===== config.mk =====
export PLATFORM = sky130hd
export DESIGN_NAME = bdac_ctrl
export DESIGN_NICKNAME = d
export VERILOG_FILES = /design/src/hdl/bdac_pkg.sv /design/src/hdl/bdac_ctrl.sv
export SDC_FILE = /design/constraint.sdc
export NUM_CORES = 1
export LEC_CHECK = 0
export ABC_AREA = 1
export BUFFER_PORTS_ARGS = -buffer_cell sky130_fd_sc_hd__buf_2
export CAP_MARGIN = 15
export CELL_PAD_IN_SITES_DETAIL_PLACEMENT = 1
export CELL_PAD_IN_SITES_GLOBAL_PLACEMENT = 2
export CORE_UTILIZATION = 34
export DETAILED_ROUTE_END_ITERATION = 8
export PLACE_DENSITY = 0.81
export SLEW_MARGIN = 10
export SYNTH_ARGS = -nofsm -noshare
export SYNTH_HDL_FRONTEND = slang
export SYNTH_SLANG_ARGS = --single-unit

===== constraint.sdc =====
create_clock -name clock -period 5 [get_ports clock]
set_clock_uncertainty 0.1 [all_clocks]
set_input_delay 1 -clock clock [delete_from_list [all_inputs] [get_ports clock]]
set_output_delay 1 -clock clock [all_outputs]
set_load 0.01 [all_outputs]

===== src/hdl/bdac_pkg.sv =====
// Shared constants and control types for the assignment counter.
`default_nettype none

package bdac_pkg;

   localparam int MAX_PERSONS_DEF = 10;
   localparam int MASK_W          = 10;
   localparam int COUNT_W         = 30;
   localparam int PC_W            = 4;
   localparam int REQ_DATA_W      = 16;
   localparam int RSP_DATA_W      = 32;

   localparam logic [COUNT_W-1:0] WAY_MOD      = COUNT_W'(1000000007);
   localparam logic [PC_W-1:0]    PC_RESET_VAL = PC_W'(10);

   // Controller to datapath
   typedef struct packed {
      logic rd_en;      // issue a table read this cycle
      logic rd_self;    // read is the subset's own count (starts the sum)
      logic rd_last;    // final read for this subset: write back after it
      logic pass_start; // a new item was accepted
      logic pass_end;   // all writes of the pass land at this edge
      logic pass_last;  // the pass belonged to the final item
      logic load_rsp;   // move the captured count to the output register
   } cmd_type;

   // Datapath to controller
   typedef struct packed {
      logic rsp_busy;   // output register holds a beat that is not taken now
   } status_type;

endpackage

`default_nettype wire


===== src/hdl/bdac_ctrl.sv =====
// Sequencer that walks subsets and their neighbor reads for each item.
`default_nettype none

module bdac_ctrl #(
   parameter int MAX_PERSONS = bdac_pkg::MAX_PERSONS_DEF
) (
   input  wire logic                      clock,
   input  wire logic                      reset,
   input  wire logic                      req_tvalid,
   output logic                           req_tready,
   input  wire logic [bdac_pkg::MASK_W-1:0] person_mask,
   input  wire logic                      last_item,
   input  wire bdac_pkg::status_type      status,
   output bdac_pkg::cmd_type              cmd,
   output logic [MAX_PERSONS-1:0]         rd_addr,
   output logic [MAX_PERSONS-1:0]         set_addr
);

   localparam int WIDE_W = bdac_pkg::MASK_W + MAX_PERSONS;
   localparam logic [MAX_PERSONS-1:0] SET_ONE = MAX_PERSONS'(1);

   typedef enum logic [2:0] {
      IDLE,
      SELF,
      NEIGH,
      DRAIN,
      HOLD
   } state_type;

   state_type              state_ff, state_in;
   logic [MAX_PERSONS-1:0] set_ff, set_in;
   logic [MAX_PERSONS-1:0] rem_ff, rem_in;
   logic [MAX_PERSONS-1:0] takers_ff, takers_in;
   logic                   last_ff, last_in;

   logic [WIDE_W-1:0]      mask_wide;
   logic [MAX_PERSONS-1:0] cand;
   logic [MAX_PERSONS-1:0] low_bit;
   logic [MAX_PERSONS-1:0] rest;

   always_comb begin
      mask_wide = WIDE_W'(person_mask);
      cand      = set_ff & takers_ff;
      low_bit   = rem_ff & (~rem_ff + SET_ONE);
      rest      = rem_ff & (rem_ff - SET_ONE);

      state_in   = state_ff;
      set_in     = set_ff;
      rem_in     = rem_ff;
      takers_in  = takers_ff;
      last_in    = last_ff;
      cmd        = '0;
      rd_addr    = set_ff;
      req_tready = 1'b0;

      unique case (state_ff)
         IDLE: begin
            req_tready = 1'b1;
            if (req_tvalid) begin
               takers_in      = mask_wide[MAX_PERSONS-1:0];
               last_in        = last_item;
               set_in         = '1;
               cmd.pass_start = 1'b1;
               state_in       = SELF;
            end
         end
         SELF: begin
            cmd.rd_en   = 1'b1;
            cmd.rd_self = 1'b1;
            cmd.rd_last = (cand == '0);
            rem_in      = cand;
            if (cand != '0) begin
               state_in = NEIGH;
            end else if (set_ff == SET_ONE) begin
               state_in = DRAIN;
            end else begin
               set_in = set_ff - SET_ONE;
            end
         end
         NEIGH: begin
            cmd.rd_en   = 1'b1;
            cmd.rd_last = (rest == '0);
            rd_addr     = set_ff ^ low_bit;
            rem_in      = rest;
            if (rest == '0) begin
               if (set_ff == SET_ONE) begin
                  state_in = DRAIN;
               end else begin
                  set_in   = set_ff - SET_ONE;
                  state_in = SELF;
               end
            end
         end
         DRAIN: begin
            cmd.pass_end  = 1'b1;
            cmd.pass_last = last_ff;
            state_in      = last_ff ? HOLD : IDLE;
         end
         HOLD: begin
            if (!status.rsp_busy) begin
               cmd.load_rsp = 1'b1;
               state_in     = IDLE;
            end
         end
         default: state_in = IDLE;
      endcase
   end

   assign set_addr = set_ff;

   always_ff @(posedge clock) begin
      if (reset) begin
         state_ff <= IDLE;
      end else begin
         state_ff <= state_in;
      end
      set_ff    <= set_in;
      rem_ff    <= rem_in;
      takers_ff <= takers_in;
      last_ff   <= last_in;
   end

endmodule

`default_nettype wire


Word-level counts from Yosys, hierarchy flattened
Index checks and enable logic that the tools add are counted.
{ "word_totals": {"ff_bits": 34, "latch_bits": 0, "mem_bits_rw": 0, "mem_bits_ro": 0, "input_bits": 15, "wordCells": 57, "mem_count": 0} }
{ "op_classes": {"n_addsub": 3, "mul": 0, "div_mod_pow": 0, "order_cmp": 0, "eq_ne": 10, "shift": 0, "muxes": 24, "n_bitwise": 5, "n_reduce_logical": 10} }
{ "ops": {"columns": ["operator", "n"], "rows": [
  ["$mux 10", 5],
  ["$and 10x10->10", 3],
  ["$pmux 10 s3", 1],
  ["$logic_not 10->1", 2],
  ["$pmux 10 s2", 1],
  ["$sub 10x1->10 const B", 2],
  ["$mux 3", 6],
  ["$pmux 3 s5", 1],
  ["$add 10x1->10 const B", 1],
  ["$eq 10x1->1 const B", 1],
  ["$not 10->10", 1],
  ["$reduce_bool 10->1", 1],
  ["$xor 10x10->10", 1],
  ["$ne 2x2->1 const B", 4],
  ["$reduce_and 4->1", 2],
  ["$mux 1", 7],
  ["$eq 3x2->1 const B", 2],
  ["$mux 2", 2],
  ["$eq 3x1->1 const B", 1],
  ["$eq 3x3->1 const B", 1],
  ["$logic_not 3->1", 1],
  ["$ne 3x3->1 const B", 1],
  ["$reduce_bool 3->1", 1],
  ["$pmux 1 s2", 1],
  ["other kinds (3)", 3]
]} }

Depth between registers and ports, before layout
Gate-level depths: netlist of the first run.
{ "logic_depth": {"ltp_word": 5, "mapped_depth": 12, "ltp_nobuf": 12} }

Worst setup path after synthesis of the first run
OpenSTA, ideal clock, no wires.
{ "synth_path": {"path_type": "input to output", "start": "in req_tvalid", "end": "out cmd[3] (netlist bit)", "arrival_time_ns": 1.648, "required_ns": 3.900, "setup_slack_ns": 2.252, "stages": 2, "n_path_buf": 0, "cell_sequence": "inv_1 nor2_1"} }
{ "synth_rtl": {"columns": ["element", "line_no", "rtl"], "rows": [
  ["start: declaration", "bdac_ctrl.sv:9", "input wire logic req_tvalid,"],
  ["end: declaration", "bdac_ctrl.sv:14", "output bdac_pkg::cmd_type cmd,"]
]} }

==> metrics.md, run 1 <==
| Metric | Value |
|---|---|
| Status | completed |
| Post-synth top cells | 48 x nand2_1, 31 x edfxtp_1, 31 x inv_1 |
| Postcts setup bufs | 0 |
| WL per Instance | 14.7 µm |
| Global-route usage over all layers | 18.3% |
| Final setup violation count | 0 |
| CP max stage cell | nor2_1 |
| Core Area | 5540 µm² |
| Async set or reset register ratio after synthesis | 0% |
| Max IR drop VDD | 0.000160 V |
| Worst skew pair latency | 0.29 ns |
| Buffers on Ports | 42 |
| Row cnt | 27 |
| Syn_nets | 241 |
| Unrepaired setup endpoints after global routing | no |
| Critical Path Max Stage Delay | 0.69 ns |
| Util after Layout | 42.3% |
| PwrDens | 322 nW/µm² |
| Headroom to the max-slew limit | 39.7% |
| Fmax | 314 MHz |
| Placed insts | 336 |
| Gr ovfl total | 0 |
| Most frequent CP cell | buf_2 |
| Mapped Area | 1970 µm² |
| Clock buffer count from CTS | 5 |
| P&R area growth vs syn | 19.1% |
| Synth Instances | 224 |
| Leakage | 0.960 nW |
| Tmin final | 3.18 ns |
| Most frequent cell after synthesis | nand2_1 |
| Most used DFF post-synth | edfxtp_1 |
| Worst hold slack | 0.486 ns |
| Ports | 43 |
| # DRC | 0 |
| CP Max Fanout | 12 |
| Vert. Die Dim | 78.1 µm |
| Hold Crit Class | register to register |
| Die width | 78.1 µm |
| Max clock buf depth | 2 |
| CP cell instances | buf_2, inv_1, nor2_1, buf_2 |
| CTS Hold Buffers Added | 0 |
| PostCTS Resize Cnt | 0 |
| DP HPWL | 4120 µm |
| Vias in the first global route | 1,728 |
| Kind of critical path | input pin to output pin |
| Initial Util | 35.5% |
| Routed Antenna Nets | 0 |
| Mean Syn Cell Area | 8.78 µm² |
| Max-cap violations | 0 |
| Area occupied by multi-input gates | 817 µm² |
| Post-synth top area cell | edfxtp_1 |
| Final Power | 0.755 mW |
| Yosys reg bits | 34 |
| Synth unique cells | 27 |
| Post-synthesis sequential area ratio | 50.4% |
| H-tree levels | 2 |
| Launching element type of the critical path | input pin |
| Setup TNS | 0 ns |
| CTS root buffer | clkbuf_8 |
| Gp weighted congestion | 0.773 |
| Initial antenna violation count | 0 |
| Drt total wl | 5050 µm |
| Worst Max-Slew Pin Slew | 0.902 ns |
| Largest net degree at the start of global routing | 21 |
| Via count | 1,663 |
| Number of fill cells in the layout | 689 |
| Vias per std cell | 4.83 |
| CTS tree | yes |
| Setup crit end kind | output pin |
| Required @ worst endpoint | 3.90 ns |
| Synth warn | 0 |
| Register area | 991 µm² |
| Share of cells above drive strength 1 | 27.9% |
| Non-Filler Instances | 344 |
| Final Slew Violations | 0 |
| WP data arrival | 2.08 ns |
| Clock Sinks | 34 |
| Share of the synthesized area in the top cell type | 47.3% |
| First-pass GRT wire length | 8380 µm |
| Final period util | 63.6% |
| Post-synth EDFFs | 31 |
| Top cells by area, synth | edfxtp_1 47%, nand2_1 9.2%, inv_1 5.9% |
| Worst-path clk slew | 0.07 ns |
| Final nets | 288 |
| Diode count | 0 |
| Final hold vios | 0 |
| TritonRoute pass-1 iters | 4 |
| Die footprint | 6090 µm² |
| Iteration-0 DRC Markers | 59 |
-- layout by cell type (no fill, tap or decap) --
cell type / Yosys / layout
buf_2: 3 / 42
xnor2_1: 3 / 3
nand2_1: 48 / 48
edfxtp_1: 31 / 31
nor2_2: 5 / 6
nand2_2: 2 / 2
clkinv_1: 0 / 1
nand3_2: 7 / 7
o21ai_0: 13 / 13
o21bai_1: 1 / 1
a21oi_1: 1 / 1
xor2_1: 9 / 9
o21ai_1: 1 / 1
nand3_1: 18 / 18
nor3_1: 5 / 5
o21a_1: 1 / 1
ha_1: 2 / 2
dfxtp_1: 3 / 3
inv_1: 31 / 31
a21oi_2: 1 / 1
o31ai_2: 1 / 1
nand2_4: 1 / 1
buf_4: 0 / 2
clkinvlp_4: 0 / 1
inv_2: 5 / 5
clkinv_2: 0 / 1
nand4_1: 1 / 1
nor2_4: 2 / 2
clkbuf_8: 0 / 5
o211ai_1: 5 / 5
nor2_1: 23 / 22
-- per-stage QoR --
step,instance area (µm²),setup WS (ns)
after floorplan,1970,2.25
after global placement,2260,1.83
after detailed placement,2260,1.77
after CTS,2340,1.77
after global routing,2340,1.59
final,2340,1.82
-- layout make-up --
class	count	share of cell area (%)
Clock buffer	5	2.94
Clock inverter	3	0.694
Inverter	36	5.77
Multi-Input combinational cell	150	34.9
Sequential cell	34	42.3
Tap cell	72	3.84
Timing Repair Buffer	44	9.61
-- final timing paths --
path | start | endpoint | slack (ns) | depth (start not counted)
max | req_tvalid | cmd[3] | 1.82 | 4
max reg2reg | rem_ff[0] | set_addr[2] | 2.82 | 11
min reg2reg | last_ff | state_ff[2] | 0.49 | 3
min | last_ff | state_ff[2] | 0.49 | 3
-- routing by layer --
metal	global-route usage (%)	up-vias	part of all wire [%]
met1	24.1	791	48
li1	-	827	-
met2	29.6	36	47
met3	3.26	9	3.6
met4	7.59	0	1.5
met5	0	-	0
-- report_power, final --
part	switching [mW]	leakage (nW)	internal (mW)
Combinational	0.124	0.624	0.0532
Sequential	0.0229	0.294	0.358
Clock	0.101	0.0416	0.0953
Total	0.248	0.960	0.507
-- flip-flops by register name (all words and copies together), names as in the netlist --
register	count
last_ff	1
rem_ff	10
set_addr	10
state_ff	3
takers_ff	10
-- kinds of logic (layout without fill, tap and decap cells) --
kind of cell | count (synthesis) | after routing | synth area share (%)
fa+ha+maj | 2 | 2 | 1.27
simple gates | 112 | 112 | 27.2
flops | 34 | 34 | 50.4
xor+xnor | 12 | 12 | 5.34
buf+inv | 40 | 88 | 8.21
compound gates | 24 | 24 | 7.57
-- critical path, delay by kind of cell --
kind / cells / cell delay (ns)
buffers and inverters: 3 / 0.39
and+or+nand+nor: 1 / 0.69
Note: power is estimated with default switching activity, not from simulation.
==> inputs of run 2 (changes only) <==
CORE_UTILIZATION = 29   (was 34)
PLACE_DENSITY = 0.74   (was 0.81)
clock period = 2.8 ns   (was 5 ns; I/O delays follow)
==> metrics.md, run 2 (synthesis results as in run 1) <==
| Metric | Value |
|---|---|
| Status | complete, but fails checks |
| Violated checks | DRC |
| Most frequent cells in the layout | 48 x nand2_1, 42 x buf_2, 31 x inv_1, 31 x edfxtp_1, 22 x nor2_1 |
| Buffers on Ports | 42 (unchanged) |
| DP HPWL | 4070 µm (-1.1%) |
| Final setup violation count | 0 (unchanged) |
| Core Area | 6460 µm² (+17%) |
| Diode count | 0 (unchanged) |
| Final setup margin | 0.292 ns (-1.53 ns) |
| Register area | 991 µm² (unchanged) |
| Final nets | 289 (+0.35%) |
| Grt peak-use layer | met2 |
| Headroom to the max-slew limit | 72.3% (+33 points) |
| Kind of critical path | register to output pin |
| Worst Hold Depth | 1 (-2) |
| Final period util | 89.6% |
| M3 GR Usage | 3.44% (+0.19 points) |
| Non-Filler Instances | 350 (+1.7%) |
| Vias per std cell | 4.62 (-4.4%) |
| Largest net degree at the start of global routing | 31 (+48%) |
| Final hold vios | 0 (unchanged) |
| Worst-path clk slew | 0.07 ns (about the same) |
| Vert. Die Dim | 84.4 µm (+8.1%) |
| Share of cells above drive strength 1 | 27.8% (-0.10 points) |
| Clock buffer count from CTS | 5 (unchanged) |
| CP Max Fanout | 4 (-8) |
| Flop2flop setup slack | 0.63 ns (-2.19 ns) |
| Routed Antenna Nets | 0 (unchanged) |
| Worst R2R End | set_addr[3] |
| Row cnt | 29 (+7.4%) |
| Worst Max-Slew Pin Slew | 0.415 ns (-0.486 ns) |
| Reg2reg path depth | 9 (-2) |
| Initial Util | 30.5% (-5.0 points) |
| Die footprint | 7120 µm² (+17%) |
| Drt total wl | 5140 µm (+1.7%) |
| Gp weighted congestion | 0.735 (-4.9%) |
| Gr ovfl total | 0 (unchanged) |
| Initial antenna violation count | 0 (unchanged) |
| Hold Crit Class | input pin to register |
| Setup TNS | 0 ns (unchanged) |
| Worst hold slack | 0.343 ns (-0.143 ns) |
| Postcts setup bufs | 0 (unchanged) |
| Iteration-0 DRC Markers | 51 (-14%) |
| Area occupied by multi-input gates | 817 µm² (unchanged) |
| Clock Sinks | 34 (unchanged) |
| Tmin final | 2.51 ns |
| Final Slew Violations | 0 (unchanged) |
| Number of fill cells in the layout | 795 (+15%) |
| Vias in the first global route | 1,686 (-2.4%) |
| Max-cap violations | 0 (unchanged) |
| Required @ worst endpoint | 2.14 ns (-1.76 ns) |
| Worst skew pair latency | 0.29 ns (about the same) |
| TritonRoute pass-1 iters | 6 (+2) |
| H-tree levels | 2 (unchanged) |
| HP Start | person_mask[1] |
| Die width | 84.4 µm (+8.1%) |
| Via count | 1,617 (-2.8%) |
| First-pass GRT wire length | 8320 µm (-0.66%) |
| PwrDens | 574 nW/µm² (+78%) |
| WL per Instance | 14.7 µm (about the same) |
| WP data arrival | 1.85 ns (-0.23 ns) |
| Ports | 43 (unchanged) |
| RR Startpoint | rem_ff[0] |
| P&R area growth vs syn | 20.3% |
| Max clock buf depth | 2 (unchanged) |
| Hold Path Sink | takers_ff[1] |
| Most common cell after layout, fill and taps aside | nand2_1 |
| Pre-CTS setup slack | 0.553 ns (-1.22 ns) |
| GR Util met2 | 24.8% (-4.8 points) |
| Launching element type of the critical path | register |
| Met1 Use GR | 21.0% (-3.0 points) |
| # DRC | 2 (+2) |
| Setup crit end kind | output pin |
| CTS Hold Buffers Added | 0 (unchanged) |
| Global-route usage over all layers | 15.5% (-2.8 points) |
| CTS root buffer | clkbuf_8 |
| Util after Layout | 36.6% (-5.7 points) |
| Max IR drop VDD | 0.000268 V (+68%) |
| Leakage | 0.969 nW (+0.94%) |
| Placed insts | 342 (+1.8%) |
| Unrepaired setup endpoints after global routing | no |
| CTS tree | yes |
| PostCTS Resize Cnt | 0 (unchanged) |
| Fmax | 399 MHz |
-- run 2: cell types whose count changed in the layout (fill, tap and decap cells not counted), sizes merged --
cell,change
clkinvlp,-1
clkbuf,+1
buf,+1
-- run 2: how the worst max path moves through the flow --
stage	startpoint	to	slack, ns	cells past startpoint
5_1_grt	rem_ff[0]	cmd[4]	0.09	8
3_3_place_gp	rem_ff[0]	cmd[4]	0.54	8
4_1_cts	rem_ff[0]	cmd[4]	0.24	8
6_report	rem_ff[0]	cmd[4]	0.29	8
2_1_floorplan	rem_ff[0]	cmd[4]	0.79	9
3_5_place_dp	rem_ff[0]	cmd[4]	0.55	8
-- run 2: routing by layer --
layer / up-vias / share of wire, %
met3: 5 / 3.3
met5: - / 0
met4: 0 / 1.3
met2: 29 / 47
met1: 756 / 48
li1: 827 / -
-- run 2: layout make-up --
cell class	instances	share of cell area, %
well taps	77	4.07
clock buffers	6	3.07
clock inverters	2	0.370
flip-flops and latches	34	41.9
repair buffers	45	10.4
inverters	36	5.71
multi-input cells	150	34.5
-- run 2: power by group --
group | total, mW | internal (mW) | leakage, nW | switching (mW)
Combinational | 0.323 | 0.102 | 0.632 | 0.221
Sequential | 0.679 | 0.639 | 0.294 | 0.0401
Clock | 0.357 | 0.171 | 0.0426 | 0.185
-- run 2: worst max-delay path, stage by stage (launching register included) --
cell,delay (ns)
edfxtp_1,0.46
nor2_4,0.20
nand3_2,0.11
nor2_1,0.16
nor2_1,0.09
nor2_2,0.10
nand3_2,0.10
o21ai_0,0.18
buf_2,0.16
-- run 2: per-stage QoR --
| step | cell area, µm² | power (mW) |
|---|---|---|
| final | 2370 | 1.36 |
| after global routing | 2370 | 1.44 |
| after CTS | 2370 | 1.38 |
| after detailed placement | 2280 | 1.02 |
| after global placement | 2280 | 1.01 |
| after floorplan | 1970 | 0.902 |
